===== src/design/fcls_pkg.sv =====
package fcls_pkg;

    localparam int NUM_BUTTONS = 6;
    localparam int BTN_SOLO    = 4;
    localparam int BTN_MODE    = 5;
    localparam int NUM_SLOTS   = NUM_BUTTONS + 1;

    // register indexes on the configuration port
    localparam logic [1:0] REG_MIN_HOLD   = 2'd0;
    localparam logic [1:0] REG_LONG_HOLD  = 2'd1;
    localparam logic [1:0] REG_COMBO_HOLD = 2'd2;

    localparam logic [15:0] MIN_HOLD_RST   = 16'd50;
    localparam logic [15:0] LONG_HOLD_RST  = 16'd800;
    localparam logic [15:0] COMBO_HOLD_RST = 16'd5000;

    localparam logic [2:0] KIND_PRESET = 3'd0;
    localparam logic [2:0] KIND_EFFECT = 3'd1;
    localparam logic [2:0] KIND_PANEL  = 3'd2;
    localparam logic [2:0] KIND_MODE   = 3'd3;
    localparam logic [2:0] KIND_WIFI   = 3'd4;

    // result slots within one scan: wifi reset first, then button i at slot i+1
    localparam logic [2:0] SLOT_WIFI = 3'd0;
    localparam logic [2:0] SLOT_SOLO = 3'd5;
    localparam logic [2:0] SLOT_MODE = 3'd6;

    typedef struct packed {
        logic held;
        logic rel_fire;
        logic long_fire;
        logic combo_met;
    } t_lane_evt;

    typedef struct packed {
        logic [2:0] kind;
        logic [1:0] value;
    } t_action;

    function automatic t_action slot_action(input logic [2:0] slot, input logic mode,
                                            input logic mode_rel);
        t_action a;
        a.kind  = KIND_WIFI;
        a.value = 2'd0;
        unique case (slot)
            SLOT_WIFI: begin
                a.kind  = KIND_WIFI;
                a.value = 2'd0;
            end
            SLOT_SOLO: begin
                a.kind  = KIND_PANEL;
                a.value = 2'd0;
            end
            SLOT_MODE: begin
                a.kind  = KIND_MODE;
                a.value = {1'b0, mode_rel};
            end
            3'd1, 3'd2, 3'd3, 3'd4: begin
                a.kind  = mode ? KIND_EFFECT : KIND_PRESET;
                a.value = 2'(slot - 3'd1);
            end
            default: begin
                a.kind  = KIND_WIFI;
                a.value = 2'd0;
            end
        endcase
        return a;
    endfunction

endpackage


===== src/design/fcls_lane.sv =====
module fcls_lane #(
    parameter int TW = 32
) (
    input  logic                 i_clk,
    input  logic                 i_rst_n,
    input  logic                 i_take,
    input  logic [TW-1:0]        i_now,
    input  logic                 i_down,
    input  logic [15:0]          i_min_hold,
    input  logic [15:0]          i_long_hold,
    input  logic [15:0]          i_combo_hold,
    input  logic                 i_combo_set,
    input  logic                 i_combo_block,
    output fcls_pkg::t_lane_evt  o_evt
);

    logic          r_held;
    logic          r_long;
    logic [TW-1:0] r_stamp;
    logic          n_held;
    logic          n_long;

    logic [TW-1:0] elapsed;
    logic          long_eff;
    logic          met_min;
    logic          met_long;

    assign elapsed  = i_now - r_stamp;
    assign met_min  = elapsed >= TW'(i_min_hold);
    assign met_long = elapsed >= TW'(i_long_hold);
    assign long_eff = r_long | i_combo_set;

    always_comb begin
        o_evt.held      = r_held;
        o_evt.combo_met = elapsed >= TW'(i_combo_hold);
        o_evt.rel_fire  = !i_down && r_held && !long_eff && met_min && !i_combo_block;
        o_evt.long_fire = i_down && r_held && !long_eff && met_long;
    end

    always_comb begin
        n_held = i_down;
        n_long = long_eff;
        if (i_down && !r_held) begin
            n_long = 1'b0;
        end else if (i_down && r_held) begin
            n_long = long_eff | met_long;
        end
    end

    always_ff @(posedge i_clk) begin
        if (!i_rst_n) begin
            r_held <= 1'b0;
            r_long <= 1'b0;
        end else if (i_take) begin
            r_held <= n_held;
            r_long <= n_long;
        end
    end

    // stamp is only read while held, and a press always loads it
    always_ff @(posedge i_clk) begin
        if (i_take && i_down && !r_held) begin
            r_stamp <= i_now;
        end
    end

endmodule


===== src/design/fcls_emit.sv =====
module fcls_emit (
    input  logic                              i_clk,
    input  logic                              i_rst_n,
    input  logic                              i_load,
    input  logic [fcls_pkg::NUM_SLOTS-1:0]    i_mask,
    input  logic                              i_mode,
    input  logic                              i_mode_rel,
    output logic                              o_can_load,
    output logic                              o_out_valid,
    input  logic                              i_out_ready,
    output logic [2:0]                        o_action_kind,
    output logic [1:0]                        o_action_value,
    output logic                              o_last_action
);

    localparam int NS = fcls_pkg::NUM_SLOTS;

    logic [NS-1:0] r_pend;
    logic          r_mode;
    logic          r_mode_rel;
    logic [NS-1:0] low_bit;
    logic [NS-1:0] rest;
    logic [2:0]    slot;
    logic          out_fire;
    fcls_pkg::t_action act;

    assign low_bit = r_pend & (~r_pend + NS'(1));
    assign rest    = r_pend & ~low_bit;

    always_comb begin
        slot = 3'd0;
        for (int k = 0; k < NS; k++) begin
            if (low_bit[k]) begin
                slot = 3'(k);
            end
        end
    end

    assign act            = fcls_pkg::slot_action(slot, r_mode, r_mode_rel);
    assign o_out_valid    = |r_pend;
    assign o_action_kind  = act.kind;
    assign o_action_value = act.value;
    assign o_last_action  = ~|rest;
    assign out_fire       = o_out_valid && i_out_ready;
    // take the next scan once the last beat of this one leaves
    assign o_can_load     = !o_out_valid || (out_fire && o_last_action);

    always_ff @(posedge i_clk) begin
        if (!i_rst_n) begin
            r_pend <= '0;
        end else if (i_load) begin
            r_pend <= i_mask;
        end else if (out_fire) begin
            r_pend <= rest;
        end
    end

    always_ff @(posedge i_clk) begin
        if (i_load) begin
            r_mode     <= i_mode;
            r_mode_rel <= i_mode_rel;
        end
    end

endmodule


===== src/design/footswitch_press_classifier.sv =====
// channel  | direction | handshake                  | payload
// cfg      | in        | i_cfg_we                   | i_cfg_idx, i_cfg_data
// scan     | in        | i_in_valid / o_in_ready    | i_now_ms, i_button_levels,
//          |           |                            | i_footswitch_mode
// action   | out       | o_out_valid / i_out_ready  | o_action_kind, o_action_value,
//          |           |                            | o_last_action
//
// Six button lanes evaluate a scan in the cycle it is accepted; state updates then.
// A scan causing actions occupies the action buffer until its last beat leaves (one
// beat a cycle while i_out_ready is high); a scan with no action never enters it.
// The next scan is taken in the cycle the last beat of the previous one leaves.
// Reset is synchronous: flags, the combo mark and the buffer clear, thresholds
// return to 50/800/5000 ms. A stalled output holds the buffer and scan input.
module footswitch_press_classifier #(
    parameter int TIME_BITS = 32
) (
    input  logic        i_clk,
    input  logic        i_rst_n,
    input  logic        i_cfg_we,
    input  logic [1:0]  i_cfg_idx,
    input  logic [15:0] i_cfg_data,
    input  logic        i_in_valid,
    output logic        o_in_ready,
    input  logic [31:0] i_now_ms,
    input  logic [5:0]  i_button_levels,
    input  logic        i_footswitch_mode,
    output logic        o_out_valid,
    input  logic        i_out_ready,
    output logic [2:0]  o_action_kind,
    output logic [1:0]  o_action_value,
    output logic        o_last_action
);

    localparam int NB = fcls_pkg::NUM_BUTTONS;
    localparam int NS = fcls_pkg::NUM_SLOTS;

    logic [15:0] r_min_hold;
    logic [15:0] r_long_hold;
    logic [15:0] r_combo_hold;
    logic        r_combo_fired;
    logic        n_combo_fired;

    fcls_pkg::t_lane_evt evt [NB];
    logic [NB-1:0] down;
    logic          take;
    logic          combo_now;
    logic          combo_eff;
    logic [NS-1:0] mask;

    assign down      = ~i_button_levels;
    assign take      = i_in_valid && o_in_ready;
    assign combo_now = evt[fcls_pkg::BTN_MODE].held && evt[fcls_pkg::BTN_SOLO].held
                       && !r_combo_fired
                       && evt[fcls_pkg::BTN_MODE].combo_met
                       && evt[fcls_pkg::BTN_SOLO].combo_met;
    assign combo_eff = r_combo_fired || combo_now;

    always_ff @(posedge i_clk) begin
        if (!i_rst_n) begin
            r_min_hold   <= fcls_pkg::MIN_HOLD_RST;
            r_long_hold  <= fcls_pkg::LONG_HOLD_RST;
            r_combo_hold <= fcls_pkg::COMBO_HOLD_RST;
        end else if (i_cfg_we) begin
            unique case (i_cfg_idx)
                fcls_pkg::REG_MIN_HOLD:   r_min_hold   <= i_cfg_data;
                fcls_pkg::REG_LONG_HOLD:  r_long_hold  <= i_cfg_data;
                fcls_pkg::REG_COMBO_HOLD: r_combo_hold <= i_cfg_data;
                default: ;
            endcase
        end
    end

    for (genvar g = 0; g < NB; g++) begin : g_lane
        fcls_lane #(
            .TW (TIME_BITS)
        ) u_lane (
            .i_clk         (i_clk),
            .i_rst_n       (i_rst_n),
            .i_take        (take),
            .i_now         (i_now_ms[TIME_BITS-1:0]),
            .i_down        (down[g]),
            .i_min_hold    (r_min_hold),
            .i_long_hold   (r_long_hold),
            .i_combo_hold  (r_combo_hold),
            .i_combo_set   (combo_now && (g == fcls_pkg::BTN_SOLO || g == fcls_pkg::BTN_MODE)),
            .i_combo_block (combo_eff),
            .o_evt         (evt[g])
        );
    end

    // slot 0 is the wifi reset; only MODE turns a long press into an action
    always_comb begin
        mask[0] = combo_now;
        for (int k = 0; k < NB; k++) begin
            mask[k+1] = evt[k].rel_fire;
        end
        mask[fcls_pkg::BTN_MODE+1] = evt[fcls_pkg::BTN_MODE].rel_fire
                                     || evt[fcls_pkg::BTN_MODE].long_fire;
    end

    // drop the combo mark once both MODE and SOLO are up
    assign n_combo_fired = combo_eff
                           && (down[fcls_pkg::BTN_MODE] || down[fcls_pkg::BTN_SOLO]);

    always_ff @(posedge i_clk) begin
        if (!i_rst_n) begin
            r_combo_fired <= 1'b0;
        end else if (take) begin
            r_combo_fired <= n_combo_fired;
        end
    end

    fcls_emit u_emit (
        .i_clk          (i_clk),
        .i_rst_n        (i_rst_n),
        .i_load         (take && (|mask)),
        .i_mask         (mask),
        .i_mode         (i_footswitch_mode),
        .i_mode_rel     (evt[fcls_pkg::BTN_MODE].rel_fire),
        .o_can_load     (o_in_ready),
        .o_out_valid    (o_out_valid),
        .i_out_ready    (i_out_ready),
        .o_action_kind  (o_action_kind),
        .o_action_value (o_action_value),
        .o_last_action  (o_last_action)
    );

endmodule


===== config.mk =====
export PLATFORM = sky130hd
export DESIGN_NAME = footswitch_press_classifier
export DESIGN_NICKNAME = d
export VERILOG_FILES = /design/src/design/fcls_pkg.sv /design/src/design/fcls_lane.sv /design/src/design/fcls_emit.sv /design/src/design/footswitch_press_classifier.sv
export SDC_FILE = /design/constraint.sdc
export NUM_CORES = 1
export LEC_CHECK = 0
export BUFFER_PORTS_ARGS = -buffer_cell sky130_fd_sc_hd__buf_2
export CAP_MARGIN = 25
export CORE_MARGIN = 4
export CORE_UTILIZATION = 55
export DETAILED_ROUTE_END_ITERATION = 10
export GPL_TIMING_DRIVEN = 0
export PLACE_DENSITY = 0.7
export SLEW_MARGIN = 20
export SYNTH_ARGS = -nofsm -noshare
export SYNTH_HDL_FRONTEND = slang
export SYNTH_SLANG_ARGS = --single-unit

===== constraint.sdc =====
create_clock -name i_clk -period 4.75 [get_ports i_clk]
set_clock_uncertainty 0.1 [all_clocks]
set_input_delay 0.7125 -clock i_clk [delete_from_list [all_inputs] [get_ports i_clk]]
set_output_delay 0.7125 -clock i_clk [all_outputs]
set_load 0.05 [all_outputs]

==> impl_metrics.py <==
metrics = {
    "place": {
        "portBuffers": 69,
        "place.gp.congestion": 1.01,
        "hpwlAfterDp_mm": 61.9,
        "dpl_worst_slack_ns": -1.36,
        "placed_cells": 3623,
    },
    "clocking": {
        "cts_root_buf": "clkbuf_16",
        "ctsHoldBuffers": 0,
        "htreeDepth": 2,
        "numCtsBuffers": 35,
        "cts_tree": "yes",
        "clk_latency_ns": 0.57,
        "clkSlewWorstSetupHoldPaths_ns": 0.06,
        "clock_sinks": 262,
        "cts_buffer_depth": 3,
    },
    "drt": {
        "avgRoutedWirePerCell_um": 21.4,
        "drtIter0Drc": 1796,
        "num_vias": 23600,
        "drc": 0,
        "final_antenna_net_count": 0,
        "dr.pass1.iters": 6,
        "routed_wl_mm": 79.5,
        "via_per_inst": 6.33,
    },
    "global_route": {
        "grt_usage": 0.310,
        "grt_overflow_total": 0,
        "antenna_found_initial": 1,
        "first_global_vias": 23300,
        "grt_pass1_wl_mm": 125,
        "grt_max_degree": 24,
    },
    "sta": {
        "drv_slew": 0,
        "setup_viol": 2,
        "max_freq_ghz": 0.206,
        "final.period_utilization": 1.02,
        "fin_tns_setup_ns": -0.152,
        "tightestPinTransition_ns": 0.916,
        "period_needed_ns": 4.85,
        "rsz0062_at_grt": "yes",
        "relSlewSlack": 0.374,
        "fin_ws_ns": -0.103,
        "final_hold_viol_count": 0,
    },
    "logic_synthesis": {
        "syn_inst": 2942,
        "yosys_warnings": 0,
        "syn-num-nets": 3424,
        "async_flop_share": 0,
        "synth.avg_cell_area_um2": 8.65,
        "synth_ff_type": "edfxtp_1",
        "synth_compound_area_frac": 0.247,
        "synth_fa_ha_area_frac": 0.209,
        "ys_ff_latch": 262,
        "yosysSeqAreaShare": 0.282,
        "syn_area_mm2": 0.0255,
        "synthXorXnorAreaFrac": 0.0447,
        "synth_top_family_by_area": "compound AO/OA/AOI/OAI gates",
        "synth_edf_count": 194,
        "synth.area.mux_share": 0.00723,
        "synth_cell_types": 97,
        "synthSimpleGateAreaFrac": 0.155,
    },
    "worst_setup_path": {
        "cp-start-kind": "input pin",
        "required_ns": 5.14,
        "worstPathArrival_ns": 5.24,
        "cp_max_fo": 12,
        "critPathKind": "input pin to flip-flop",
        "endpoint_kind": "flip-flop",
    },
    "run_status": {
        "violations": "negative setup slack",
        "status": "complete, but fails checks",
    },
    "worst_hold_path": {
        "hp-class": "input pin to flip-flop",
    },
    "flow_run": {
        "drv_cap": 0,
    },
    "pwr": {
        "power.leakage_uw": 0.0125,
        "irDropWorstVdd_v": 0.000316,
        "p_int_uw": 5590,
        "p_seq_frac": 0.301,
        "combPwrFrac": 0.379,
        "clkPwrFrac": 0.320,
        "p_total_uw": 8750,
        "switching_share": 0.361,
        "power.density_mw_per_mm2": 302,
        "power_switching_uw": 3160,
    },
    "layout": {
        "drive_gt1_frac": 0.105,
        "final_nets": 3577,
        "multi_input_area_mm2": 0.0176,
        "final-seq-area_mm2": 0.00719,
        "area_growth_pct": 13.8,
        "fin_cells": 3720,
        "antenna_cells": 0,
        "fillers": 3889,
    },
    "floorplan": {
        "core_area_mm2": 0.0456,
        "die_height_um": 223,
        "die_w_um": 223,
        "ios": 70,
        "fp.dieArea_mm2": 0.0498,
        "rows": 78,
        "initial_core_util": 0.558,
    },
}
## cell families (layout without fill, tap and decap cells)
logic type / after synthesis / in the layout
AO/OA/AOI/OAI: 949 / 949
XOR/XNOR: 130 / 130
AND/OR/NAND/NOR: 799 / 799
multiplexers: 18 / 18
adder cells (fa/ha/maj): 422 / 422
flip-flops: 262 / 262
buffers and inverters: 362 / 540
## placed cells by master, fill, tap and decap left out, types with 51 or more instances in the layout
cell      count
a21o_1      127
a21oi_1     272
buf_2        72
clkbuf_1     79
dfxtp_1      68
edfxtp_1    194
ha_1        398
inv_1       269
nand2_1     270
nand3_1      55
nand4_1      51
nor2_1      145
o21ai_0     128
xnor2_1      66
## area by class of cell
| cell class | instances | share of cell area |
|---|---|---|
| Tap cell | 600 | 0.0259 |
| Inverter | 272 | 0.0354 |
| Multi-Input combinational cell | 2318 | 0.608 |
| Sequential cell | 262 | 0.248 |
| Clock buffer | 40 | 0.0323 |
| Timing Repair Buffer | 119 | 0.0292 |
| Clock inverter | 22 | 0.00899 |
| Buffer | 87 | 0.0119 |
## routing by layer
layer	wire length, um	GRT usage
met5	0	0
met4	3590	0.129
met3	5270	0.0393
met2	37100	0.526
met1	33500	0.401
## timing repair
action                                  in CTS  in global routing
pin swaps                                   45                 32
gates resized for setup                     88                 49
buffers inserted                            30                  9
hold endpoints to repair                     0                  0
endpoints found under the setup margin      13                 26
## critical path: stages
cell and delay (ns):
buf_2 0.22, ha_1 0.45, and2_1 0.25, o211ai_1 0.28, a21o_1 0.33, a2111oi_0 0.86, or4_1 0.21, o221ai_1 0.11
nor4b_1 0.28, nand4_1 0.14, buf_4 0.18, o21ai_4 0.27, a41oi_2 0.18, o41a_1 0.40, o21ai_2 0.16, a32o_2 0.18
## sequential cells by signal (all words and copies together) (netlist names)
signal                 count
u_emit.r_mode              1
r_combo_hold              16
r_min_hold                16
g_lane.u_lane.r_held       6
r_long_hold               16
r_combo_fired              1
g_lane.u_lane.r_long       6
g_lane.u_lane.r_stamp    192
u_emit.r_pend              7
u_emit.r_mode_rel          1
## worst paths after layout
check,startpoint,endpoint,slack (ns),cells after the start
worst min register to register,r_combo_hold[10]$_SDFFE_PN0P_,r_combo_hold[10]$_SDFFE_PN0P_,0.36,2
worst min-delay path,i_footswitch_mode,u_emit.r_mode$_DFFE_PP_,0.24,1
worst max register to register,g_lane[3].u_lane.r_stamp[4]$_DFFE_PP_,u_emit.r_pend[2]$_SDFFE_PN0P_,-0.01,16
worst max-delay path,i_now_ms[4],u_emit.r_pend[2]$_SDFFE_PN0P_,-0.10,16
## power groups by stage
stage / logic [uW] / clock network (uW) / registers (uW)
after floorplan: 2200 / 0 / 2670
after detailed placement: 3060 / 0 / 2680
after global placement: 2930 / 0 / 2680
after global routing: 3680 / 2950 / 2640
final: 3310 / 2800 / 2630
after CTS: 3200 / 2860 / 2630
## stage by stage
stage	hold slack (ns)	util	cell area (um^2)
after detailed placement	0.347	0.588	26800
after global placement	0.342	0.584	26600
after floorplan	0.336	-	25500
after global routing	0.233	0.635	29000
final	0.243	0.635	29000
after CTS	0.220	0.629	28700
## cells in the mapped netlist (10+ instances only)
| cell | count | area, um^2 |
|---|---|---|
| o21bai_1 | 26 | 195 |
| o31ai_1 | 15 | 113 |
| nor2_1 | 145 | 544 |
| mux2i_1 | 15 | 150 |
| nand3_1 | 55 | 275 |
| a211oi_1 | 49 | 368 |
| and2_1 | 23 | 144 |
| edfxtp_1 | 194 | 5830 |
| nand3b_1 | 12 | 90.1 |
| nand4_1 | 51 | 319 |
| nor4_1 | 14 | 87.6 |
| dfxtp_1 | 68 | 1360 |
| inv_1 | 272 | 1020 |
| ha_1 | 414 | 5180 |
| o21ai_0 | 142 | 711 |
| o211ai_1 | 37 | 278 |
| o21ai_1 | 23 | 115 |
| o21a_1 | 49 | 368 |
| a211o_1 | 17 | 149 |
| clkbuf_1 | 80 | 300 |
| nand2_1 | 272 | 1020 |
| a2111oi_0 | 16 | 140 |
| and3_1 | 34 | 213 |
| a31o_2 | 10 | 87.6 |
| a21oi_1 | 284 | 1420 |
| xnor2_1 | 73 | 639 |
| nand2b_1 | 42 | 263 |
| nor2b_1 | 27 | 169 |
| xor2_1 | 57 | 499 |
| o2111ai_1 | 22 | 193 |
| nor3_1 | 54 | 270 |
| a21o_1 | 127 | 953 |
| and4_1 | 11 | 96.3 |
| or3_1 | 22 | 138 |
| a31oi_1 | 24 | 150 |
Note: power is estimated with default switching activity, not from simulation.
